<file path="src/sv/fsa_pkg.sv">
// Shared constants, request codes and controller/datapath interface types.
package fsa_pkg;

   // Store geometry.
   localparam int MAX_FRAGMENTS = 16;
   localparam int MAX_FRAG_LEN  = 64;
   localparam int KEY_W         = 32;
   localparam int DEPTH         = MAX_FRAGMENTS * MAX_FRAG_LEN;
   localparam int FRAG_W        = $clog2(MAX_FRAGMENTS);
   localparam int OFF_W         = $clog2(MAX_FRAG_LEN);
   localparam int ADDR_W        = FRAG_W + OFF_W;

   // Field and register widths.
   localparam int IDX_W      = 16;
   localparam int QUO_W      = IDX_W - 1;
   localparam int STEP_W     = $clog2(QUO_W);
   localparam int CNT_W      = 5;
   localparam int SIZE_W     = 7;
   localparam int CSR_DATA_W = 7;
   localparam int CSR_IDX_W  = 1;
   localparam int FILL_W     = $clog2(MAX_FRAG_LEN + 1);
   localparam int TOTAL_W    = 11;
   localparam int ACT_W      = 5;
   localparam int PROD_W     = ACT_W + SIZE_W;

   // Register reset values.
   localparam logic [CNT_W-1:0]  COUNT_RESET = CNT_W'(MAX_FRAGMENTS);
   localparam logic [SIZE_W-1:0] SIZE_RESET  = SIZE_W'(MAX_FRAG_LEN);

   // Register indexes.
   localparam logic [CSR_IDX_W-1:0] CSR_FRAGMENT_COUNT = 1'b0;
   localparam logic [CSR_IDX_W-1:0] CSR_FRAGMENT_SIZE  = 1'b1;

   // Request codes.
   typedef enum logic [1:0] {
      REQ_SET    = 2'd0,
      REQ_GET    = 2'd1,
      REQ_DELETE = 2'd2,
      REQ_CLEAR  = 2'd3
   } req_code_type;

   // Commands from the controller to the datapath.
   typedef struct packed {
      logic load;
      logic div_start;
      logic exec;
      logic fail;
      logic sweep;
      logic clear_resp;
   } fsa_cmd_type;

   // Status from the datapath to the controller.
   typedef struct packed {
      logic is_clear;
      logic is_neg;
      logic div_done;
      logic oob;
      logic sweep_last;
      logic cfg_clear;
   } fsa_status_type;

endpackage

</file>
<file path="src/sv/fsa_ctrl.sv">
// Controller state machine: request sequencing and clearing passes.
module fsa_ctrl (
   input  logic                    clock,
   input  logic                    reset,
   input  logic                    start,
   output logic                    busy,
   output fsa_pkg::fsa_cmd_type    cmd,
   input  fsa_pkg::fsa_status_type status
);

   typedef enum logic [2:0] {
      ST_CLEAR,
      ST_IDLE,
      ST_DECODE,
      ST_DIVIDE,
      ST_EXEC,
      ST_FAIL
   } state_type;

   state_type state_ff;
   state_type state_in;
   logic      resp_pend_ff;
   logic      resp_pend_in;

   always_comb begin
      cmd          = '0;
      state_in     = state_ff;
      resp_pend_in = resp_pend_ff;
      case (state_ff)
         ST_CLEAR: begin
            cmd.sweep = 1'b1;
            if (status.sweep_last) begin
               cmd.clear_resp = resp_pend_ff;
               resp_pend_in   = 1'b0;
               state_in       = ST_IDLE;
            end
         end
         ST_IDLE: begin
            if (start) begin
               cmd.load = 1'b1;
               state_in = ST_DECODE;
            end
         end
         ST_DECODE: begin
            if (status.is_clear) begin
               resp_pend_in = 1'b1;
               state_in     = ST_CLEAR;
            end else if (status.is_neg) begin
               state_in = ST_FAIL;
            end else begin
               cmd.div_start = 1'b1;
               state_in      = ST_DIVIDE;
            end
         end
         ST_DIVIDE: begin
            if (status.div_done) begin
               state_in = status.oob ? ST_FAIL : ST_EXEC;
            end
         end
         ST_EXEC: begin
            cmd.exec = 1'b1;
            state_in = ST_IDLE;
         end
         ST_FAIL: begin
            cmd.fail = 1'b1;
            state_in = ST_IDLE;
         end
         default: begin
            state_in = ST_IDLE;
         end
      endcase
      // A register write clears the store without a result of its own.
      if (status.cfg_clear) begin
         cmd.load       = 1'b0;
         cmd.clear_resp = 1'b0;
         state_in       = ST_CLEAR;
         if (state_ff != ST_CLEAR) begin
            resp_pend_in = 1'b0;
         end
      end
   end

   always_ff @(posedge clock) begin
      if (reset) begin
         state_ff     <= ST_CLEAR;
         resp_pend_ff <= 1'b0;
      end else begin
         state_ff     <= state_in;
         resp_pend_ff <= resp_pend_in;
      end
   end

   assign busy = (state_ff != ST_IDLE);

endmodule

</file>
<file path="config.mk">
export PLATFORM = sky130hd
export DESIGN_NAME = fsa_ctrl
export DESIGN_NICKNAME = d
export VERILOG_FILES = /design/src/sv/fsa_pkg.sv /design/src/sv/fsa_ctrl.sv
export SDC_FILE = /design/constraint.sdc
export NUM_CORES = 1
export LEC_CHECK = 0
export ABC_AREA = 1
export BUFFER_PORTS_ARGS = -buffer_cell sky130_fd_sc_hd__buf_2
export CAP_MARGIN = 20
export CORE_AREA = 2 2 39 41
export DETAILED_ROUTE_END_ITERATION = 7
export DIE_AREA = 0 0 41 43
export REMOVE_ABC_BUFFERS = 1
export SETUP_SLACK_MARGIN = 0.2
export SYNTH_ARGS = -nofsm -noshare
export SYNTH_HDL_FRONTEND = slang
export SYNTH_SLANG_ARGS = --single-unit
</file>
<file path="constraint.sdc">
create_clock -name clock -period 1.5 [get_ports clock]
set_clock_uncertainty 0.1 [all_clocks]
set_input_delay 0.45 -clock clock [delete_from_list [all_inputs] [get_ports clock]]
set_output_delay 0.45 -clock clock [all_outputs]
set_load 0.02 [all_outputs]
</file>
# After elaboration in Yosys (flattened, before gate mapping)
# Index checks and enable logic that the tools add are counted.
classes:
  n_eq_ne: 9
  n_reduce_logical: 4
  muxes: 23
op_table:
  columns: ["operator", "n"]
  rows:
  - ["$mux W1", 15]
  - ["$mux W3", 5]
  - ["$pmux W3 S4", 1]
  - ["$eq A3 B2 Y1 const B", 2]
  - ["$eq A3 B3 Y1 const B", 2]
  - ["$ne A2 B2 Y1 const B", 3]
  - ["$eq A3 B1 Y1 const B", 1]
  - ["$logic_not A3 Y1", 1]
  - ["$ne A3 B1 Y1 const B", 1]
  - ["$reduce_and A3 Y1", 1]
  - ["$reduce_bool A3 Y1", 1]
  - ["$mux W2", 1]
  - ["$pmux W1 S2", 1]
  - ["$reduce_or A2 Y1", 1]
totals:
  output_inout_bits: 7
  elab_cells: 38
  regBits: 4

# Longest topological paths before layout
# Gate-level depths: netlist of run 1.
depth:
  ltp_word: 4
  ltp_mapped: 6

# Least setup slack after synthesis of run 1
# Ideal clock, no wire load.
synth_path:
  path_type: "reg2out"
  start: "register state_ff[1]"
  end: "output cmd[0] in the netlist's numbering"
  t_arrival_ps: 1184
  path_stages_with_launch: 6
  n_path_buf: 0
  path_slack_ps: -234
  path_cell_list: "dfxtp_1 inv_1 nand2_1 nor2_2 nand2_1 nor2_1"
synth_rtl:
  columns: ["item", "line", "source"]
  rows:
  - ["from (decl)", "fsa_ctrl.sv:20", "state_type state_ff;"]
  - ["from (signal assigned)", "fsa_ctrl.sv:88", "state_ff <= state_in;"]
  - ["to (decl)", "fsa_ctrl.sv:7", "output fsa_pkg::fsa_cmd_type cmd,"]

==> impl_metrics.csv, run 1 <==
group,metric,value,unit
worst_setup_path,critPathLaunchType,"flip-flop",
place,placed_area,490,sq um
floorplanning,die_h,43,um
floorplanning,ioPinCount,16,
sta,fin_ws,-135,ps
logic_synthesis,yosysMostFrequentCell,"nor2_1",
floorplanning,start_util,0.237,
clock_tree,htreeDepth,1,
global_routing,grt_max_degree,6,
finish,ff_latch_area,86.3,sq um
floorplanning,dieWidth,41,um
logic_synthesis,synthArstFlopShare,0,
finish,antenna_cells,0,
global_routing,grt_pass1_wl,1790,um
outcome,status,"finished with violations",
finish,stdcell_area,649,sq um
outcome,violations,"negative setup slack",
power_and_ir_drop,total_power,0.327,mW
detailed_routing,drt_wl_total,1180,um
floorplanning,dieArea,1760,sq um
sta,worst_slew_pin_slew,226,ps
logic_synthesis,synth.area.top_cells,"dfxtp_1 24%, nor2_1 14%, nand2_1 11%",
global_routing,top_usage_layer,"met2",
worst_setup_path,slowest_delay,330,ps
place,place_congestion,0.774,
global_routing,antenna_found_initial,0,
finish,nets,103,
global_routing,gr-usage-met1,0.135,
sta,hold_slack,395,ps
worst_setup_path,critical-path-slowest-cell,"dfxtp_2",
global_routing,globalRouteMet2Util,0.253,
detailed_routing,via_per_inst,4.58,
sta,rsz0062_at_grt,"true",
logic_synthesis,synth_edf_count,0,
worst_setup_path,required,950,ps
sta,fmax,612,MHz
power_and_ir_drop,p_leak,0.327,nW
logic_synthesis,syn-cell-area,328,sq um
logic_synthesis,ys_seq_area_frac,0.244,
detailed_routing,wl_per_cell,10.9,um
logic_synthesis,yosys-top-cells-count,"12 x nor2_1, 10 x nand2_1, 7 x inv_1",
global_routing,first_global_vias,476,
sta,setup_viol,6,
global_routing,grt_usage,0.152,
logic_synthesis,synth_top_area_frac,0.244,
power_and_ir_drop,powerDensity,504,nW/um^2
clock_tree,cts_tree,"done",
clock_tree,cts-root-buf,"clkbuf_4",
sta,hold_viol,0,
logic_synthesis,synth.distinct_cells,16,
global_routing,globalRouteOverflowTotal,0,
global_routing,grtUsageMet3,0.0314,
place,dp_hpwl,815,um
finish,num-fill-cells,151,
logic_synthesis,synthCells,57,
sta,layout_min_cycle_time,1630,ps
finish,drive_gt1_frac,0.565,
clock_tree,path_clk_slew,40,ps
detailed_routing,drtAntennaViolNets,0,
sta,slew_violations,0,
finish,areaGrowthSynthToFinish,98.1,%
worst_setup_path,cp_data_arrival_time,1080,ps
place,port_buffers,15,
worst_hold_path,hp-class,"in2reg",
logic_synthesis,synth-seq-cells,4,
detailed_routing,first_iter_violations,29,
floorplanning,rows,14,
clock_tree,clock_latency,230,ps
worst_setup_path,path_max_fanout,3,
worst_setup_path,r2r_slack,250,ps
flow_run,maxCapViolCount,0,
clock_tree,cts_sinks,4,
detailed_routing,drc,0,
logic_synthesis,synth_flop_cell,"dfxtp_1",
finish,multi_input_area,246,sq um
logic_synthesis,yosys.area.top_type,"dfxtp_1",
floorplanning,core_area,1380,sq um
worst_setup_path,critical_path_class,"reg2out",
worst_setup_path,worst_setup_path_end_kind,"primary output",
logic_synthesis,syn-mean-instance-area,5.75,sq um
power_and_ir_drop,ir_worst_vdd,0.000328,V
sta,fin_setup_tns,-537,ps
logic_synthesis,yosys_warnings,0,
clock_tree,cts_buffers,3,
sta,slew_headroom,0.848,
clock_tree,clockBufferDepth,2,
worst_setup_path,worstPathCellList,"inv_2 > nand2_4 > nor2_4 > nand2_2 > nor2_1 > buf_4",
detailed_routing,vias,495,
sta,fin_crit_sh,1.09,
detailed_routing,drt-pass1-iter-count,4,
==> stage by stage <==
step                      setup slack (ps)  instances  utilization
after global routing                  -200        108        0.469
final                                 -135        108        0.469
after detailed placement              -163         97        0.354
after CTS                             -171        107        0.445
after global placement                -165         97        0.354
after floorplan                       -234         57            -
==> worst paths after layout <==
kind / start / endpoint / depth (start not counted)
hold / removal: status[4] / state_ff[2]$_SDFFE_PP0P_ / 3
hold reg to reg: resp_pend_ff$_SDFF_PP0_ / resp_pend_ff$_SDFF_PP0_ / 2
setup reg to reg: state_ff[2]$_SDFFE_PP0P_ / state_ff[0]$_SDFFE_PP0P_ / 7
setup / recovery: state_ff[0]$_SDFFE_PP0P_ / cmd[0] / 6
==> registers in the layout, indices dropped and copies added (netlist names) <==
signal,count
resp_pend_ff,1
state_ff,3
==> kinds of logic (layout without fill, tap and decap cells) <==
kind of cell	count (synthesis)	in the layout	share of synthesized area
compound gates	3	3	0.0496
buf+inv	9	44	0.103
flops	4	4	0.244
simple gates	41	41	0.603
==> worst max-delay path: cells and delay by family (launching register included) <==
kind,cells,cell delay (ps)
flip-flops,1,330
AND/OR/NAND/NOR,4,310
buffers and inverters,2,230
==> cell type report <==
type,count,share of cell area
clock buffers,3,0.0347
inverters,9,0.0597
multi-input cells,44,0.380
flip-flops and latches,4,0.133
well taps,16,0.0308
repair buffers,32,0.362
==> power breakdown <==
group / internal [mW] / switching, mW / total, mW
logic: 0.0470 / 0.0435 / 0.0905
registers: 0.107 / 0.00172 / 0.109
clock network: 0.0891 / 0.0387 / 0.128
total: 0.243 / 0.0839 / 0.327
==> timing repair <==
item,in CTS,in global routing
hold buffers,0,0
gates cloned,0,0
setup endpoints to repair,7,7
resized for setup,19,7
setup buffers,7,1
pin swaps,5,5
==> per-layer routing <==
| layer | part of all wire | routed length (um) |
|---|---|---|
| met5 | 0 | 0 |
| met4 | 0.019 | 23 |
| met3 | 0.058 | 68 |
| met2 | 0.56 | 663 |
| met1 | 0.36 | 426 |
==> layout by cell type (no fill, tap or decap) <==
master	Yosys	final
nand3_1	6	5
nand4_1	2	2
nand2_4	0	1
dfxtp_2	0	2
dfxtp_4	0	1
dfxtp_1	4	1
nand3_2	1	2
a21oi_1	1	1
nand2_2	0	1
nor2_4	0	1
nor2_1	12	12
a31oi_1	1	1
or2_4	0	1
o21ai_0	1	1
inv_2	2	1
inv_1	7	6
buf_4	0	20
inv_4	0	2
nand2_1	10	8
nor3_1	4	2
nor3_2	1	3
nor2_2	3	2
buf_6	0	4
nand3b_1	1	1
buf_2	0	8
clkbuf_4	0	3
(Power assumes the default switching activity.)
==> inputs of run 2 (changes only) <==
--- a/config.mk
+++ b/config.mk
@@ -5,7 +5,6 @@
 export SDC_FILE = /design/constraint.sdc
 export NUM_CORES = 1
 export LEC_CHECK = 0
-export ABC_AREA = 1
 export BUFFER_PORTS_ARGS = -buffer_cell sky130_fd_sc_hd__buf_2
 export CAP_MARGIN = 20
 export CORE_AREA = 2 2 39 41
==> impl_metrics.csv, run 2 <==
group,metric,value,unit
power_and_ir_drop,intPower,0.231,mW
clock_tree,cts-root-buf,"clkbuf_4",
detailed_routing,wl_per_cell,10.4,um
finish,nets,74,
worst_setup_path,path_max_fanout,8,
power_and_ir_drop,powerDensity,550,nW/um^2
logic_synthesis,yosys.area.top_type,"dfxtp_1",
logic_synthesis,syn-cell-area,315,sq um
flow_run,maxCapViolCount,0,
clock_tree,cts_buffers,3,
power_and_ir_drop,seqPwrFrac,0.363,
detailed_routing,via_per_inst,4.54,
finish,largest_reg_flops,3,
sta,slew_violations,0,
worst_hold_path,hp-class,"in2reg",
worst_setup_path,critical_path_class,"reg2out",
detailed_routing,drtAntennaViolNets,0,
worst_setup_path,cp_data_arrival_time,1130,ps
finish,num-fill-cells,143,
power_and_ir_drop,total_power,0.303,mW
detailed_routing,drt_wl_total,824,um
clock_tree,clock_latency,230,ps
global_routing,grt_pass1_wl,1400,um
sta,setup_viol,6,
logic_synthesis,ys_seq_area_frac,0.254,
finish,layout_commonest_cell,"buf_4",
power_and_ir_drop,ir_worst_vdd,0.000295,V
power_and_ir_drop,combPwrFrac,0.215,
sta,rsz0062_at_grt,"true",
worst_hold_path,min_from,"reset",
clock_tree,cts_sinks,4,
global_routing,grt_usage,0.116,
finish,areaGrowthSynthToFinish,74.6,%
logic_synthesis,synthArstFlopShare,0,
detailed_routing,first_iter_violations,1,
sta,fmax,595,MHz
finish,layout_common_cells,"15 x buf_4, 10 x buf_2, 4 x nand2b_1",
sta,fin_crit_sh,1.12,
logic_synthesis,synth_top_area_frac,0.254,
logic_synthesis,syn-mean-instance-area,9.01,sq um
power_and_ir_drop,swShare,0.237,
place,port_buffers,15,
finish,largestRegisters,"state_ff x3, resp_pend_ff x1",
sta,worst_slew_pin_slew,253,ps
clock_tree,cts_tree,"done",
finish,drive_gt1_frac,0.619,
detailed_routing,drc,0,
floorplanning,start_util,0.228,
sta,slew_headroom,0.831,
global_routing,globalRouteOverflowTotal,0,
sta,fin_setup_tns,-773,ps
sta,hold_viol,0,
detailed_routing,vias,359,
floorplanning,rows,14,
worst_setup_path,r2r-start,"state_ff[0]$_SDFFE_PP0P_",
logic_synthesis,synth-seq-cells,4,
clock_tree,clockBufferDepth,2,
finish,instances_no_fill,79,
global_routing,antenna_found_initial,0,
worst_setup_path,required,950,ps
finish,antenna_cells,0,
logic_synthesis,synth.distinct_cells,23,
finish,largest_register,"state_ff",
power_and_ir_drop,clockPowerShare,0.422,
place,place_congestion,0.734,
clock_tree,hold_buffers,0,
place,dp_hpwl,676,um
floorplanning,dieArea,1760,sq um
power_and_ir_drop,p_leak,0.262,nW
logic_synthesis,synth_edf_count,0,
logic_synthesis,synth.area.top_cells,"dfxtp_1 25%, nand2b_1 7.9%, nor4b_4 7.5%",
worst_setup_path,critPathLaunchType,"flip-flop",
finish,final_core_util,0.398,
logic_synthesis,yosys_warnings,0,
logic_synthesis,yosys-top-cells-count,"4 x dfxtp_1, 4 x nand2b_1, 3 x nor2_1",
clock_tree,htreeDepth,1,
logic_synthesis,synth_flop_cell,"dfxtp_1",
worst_setup_path,worst_setup_path_end_kind,"primary output",
worst_setup_path,crit_start,"state_ff[2]$_SDFFE_PP0P_",
place,dp.cells,74,
sta,layout_min_cycle_time,1680,ps
power_and_ir_drop,p_sw,0.0719,mW
floorplanning,core_area,1380,sq um
logic_synthesis,synthCells,35,
detailed_routing,drt-pass1-iter-count,4,
floorplanning,ioPinCount,16,
clock_tree,path_clk_slew,40,ps
outcome,violations,"negative setup slack",
outcome,status,"finished with violations",
floorplanning,dieWidth,41,um
sta,fin_ws,-180,ps
floorplanning,die_h,43,um
global_routing,grt_max_degree,9,
global_routing,first_global_vias,366,
run 2: changes by cell type after synthesis, moves of 4 or more:
cell | previous run | this run
inv_1 | 7 | 0
nand2b_1 | 0 | 4
nand3_1 | 6 | 1
nor3_1 | 4 | 0
nand2_1 | 10 | 1
nor2_1 | 12 | 3
run 2: cell type report:
class,instances,area [sq um],share of cell area
clock buffers,3,22.5,0.0409
inverters,1,6.26,0.0114
multi-input cells,28,225,0.409
flip-flops and latches,4,91.3,0.166
well taps,16,20.0,0.0364
repair buffers,27,185,0.336
run 2: timing repair:
action                                  CTS  global route
gates resized for setup                  14             3
endpoints found under the setup margin    7             7
buffers inserted                          2             0
pin swaps                                 3             2
run 2: metrics by stage:
stage          hold slack, ps  area, sq um  setup slack [ps]
6_report                  300          551              -180
5_1_grt                   296          551              -244
4_1_cts                   295          539              -199
3_5_place_dp              502          463              -128
3_3_place_gp              481          463              -108
2_1_floorplan             429          293              -191
run 2: path summary, 6_finish.rpt:
kind / to / slack, ps / cells after the start
max: cmd[4] / -180 / 3
min: resp_pend_ff$_SDFF_PP0_ / 300 / 2
max reg2reg: state_ff[0]$_SDFFE_PP0P_ / 280 / 4
min reg2reg: state_ff[2]$_SDFFE_PP0P_ / 420 / 1
run 2: worst max-delay path, stage by stage, from the launching register on:
cell	delay [ps]
dfxtp_4	370
nor2_4	110
nor4b_4	230
buf_4	190
run 2: cells by family (layout without fill, tap and decap cells):
| kind of cell | Yosys count | count (layout) | share of synthesized area |
|---|---|---|---|
| simple gates | 21 | 21 | 0.476 |
| compound gates | 7 | 7 | 0.179 |
| flops | 4 | 4 | 0.254 |
| buf+inv | 3 | 31 | 0.0913 |
run 2: per-layer routing:
layer / routed length [um] / track usage / vias up
li1: - / - / 185
met1: 296 / 0.119 / 169
met2: 497 / 0.200 / 5
met3: 31 / 0.0314 / 0
met4: 0 / 0.0600 / 0
met5: 0 / 0 / -
run 2: power by group through the flow:
stage               Sequential [mW]  Combinational (mW)  Clock [mW]
CTS                           0.110              0.0663       0.136
finish                        0.110              0.0651       0.128
floorplan                     0.115              0.0241           0
global placement              0.115              0.0598           0
global route                  0.111              0.0722       0.141
detailed placement            0.115              0.0602           0
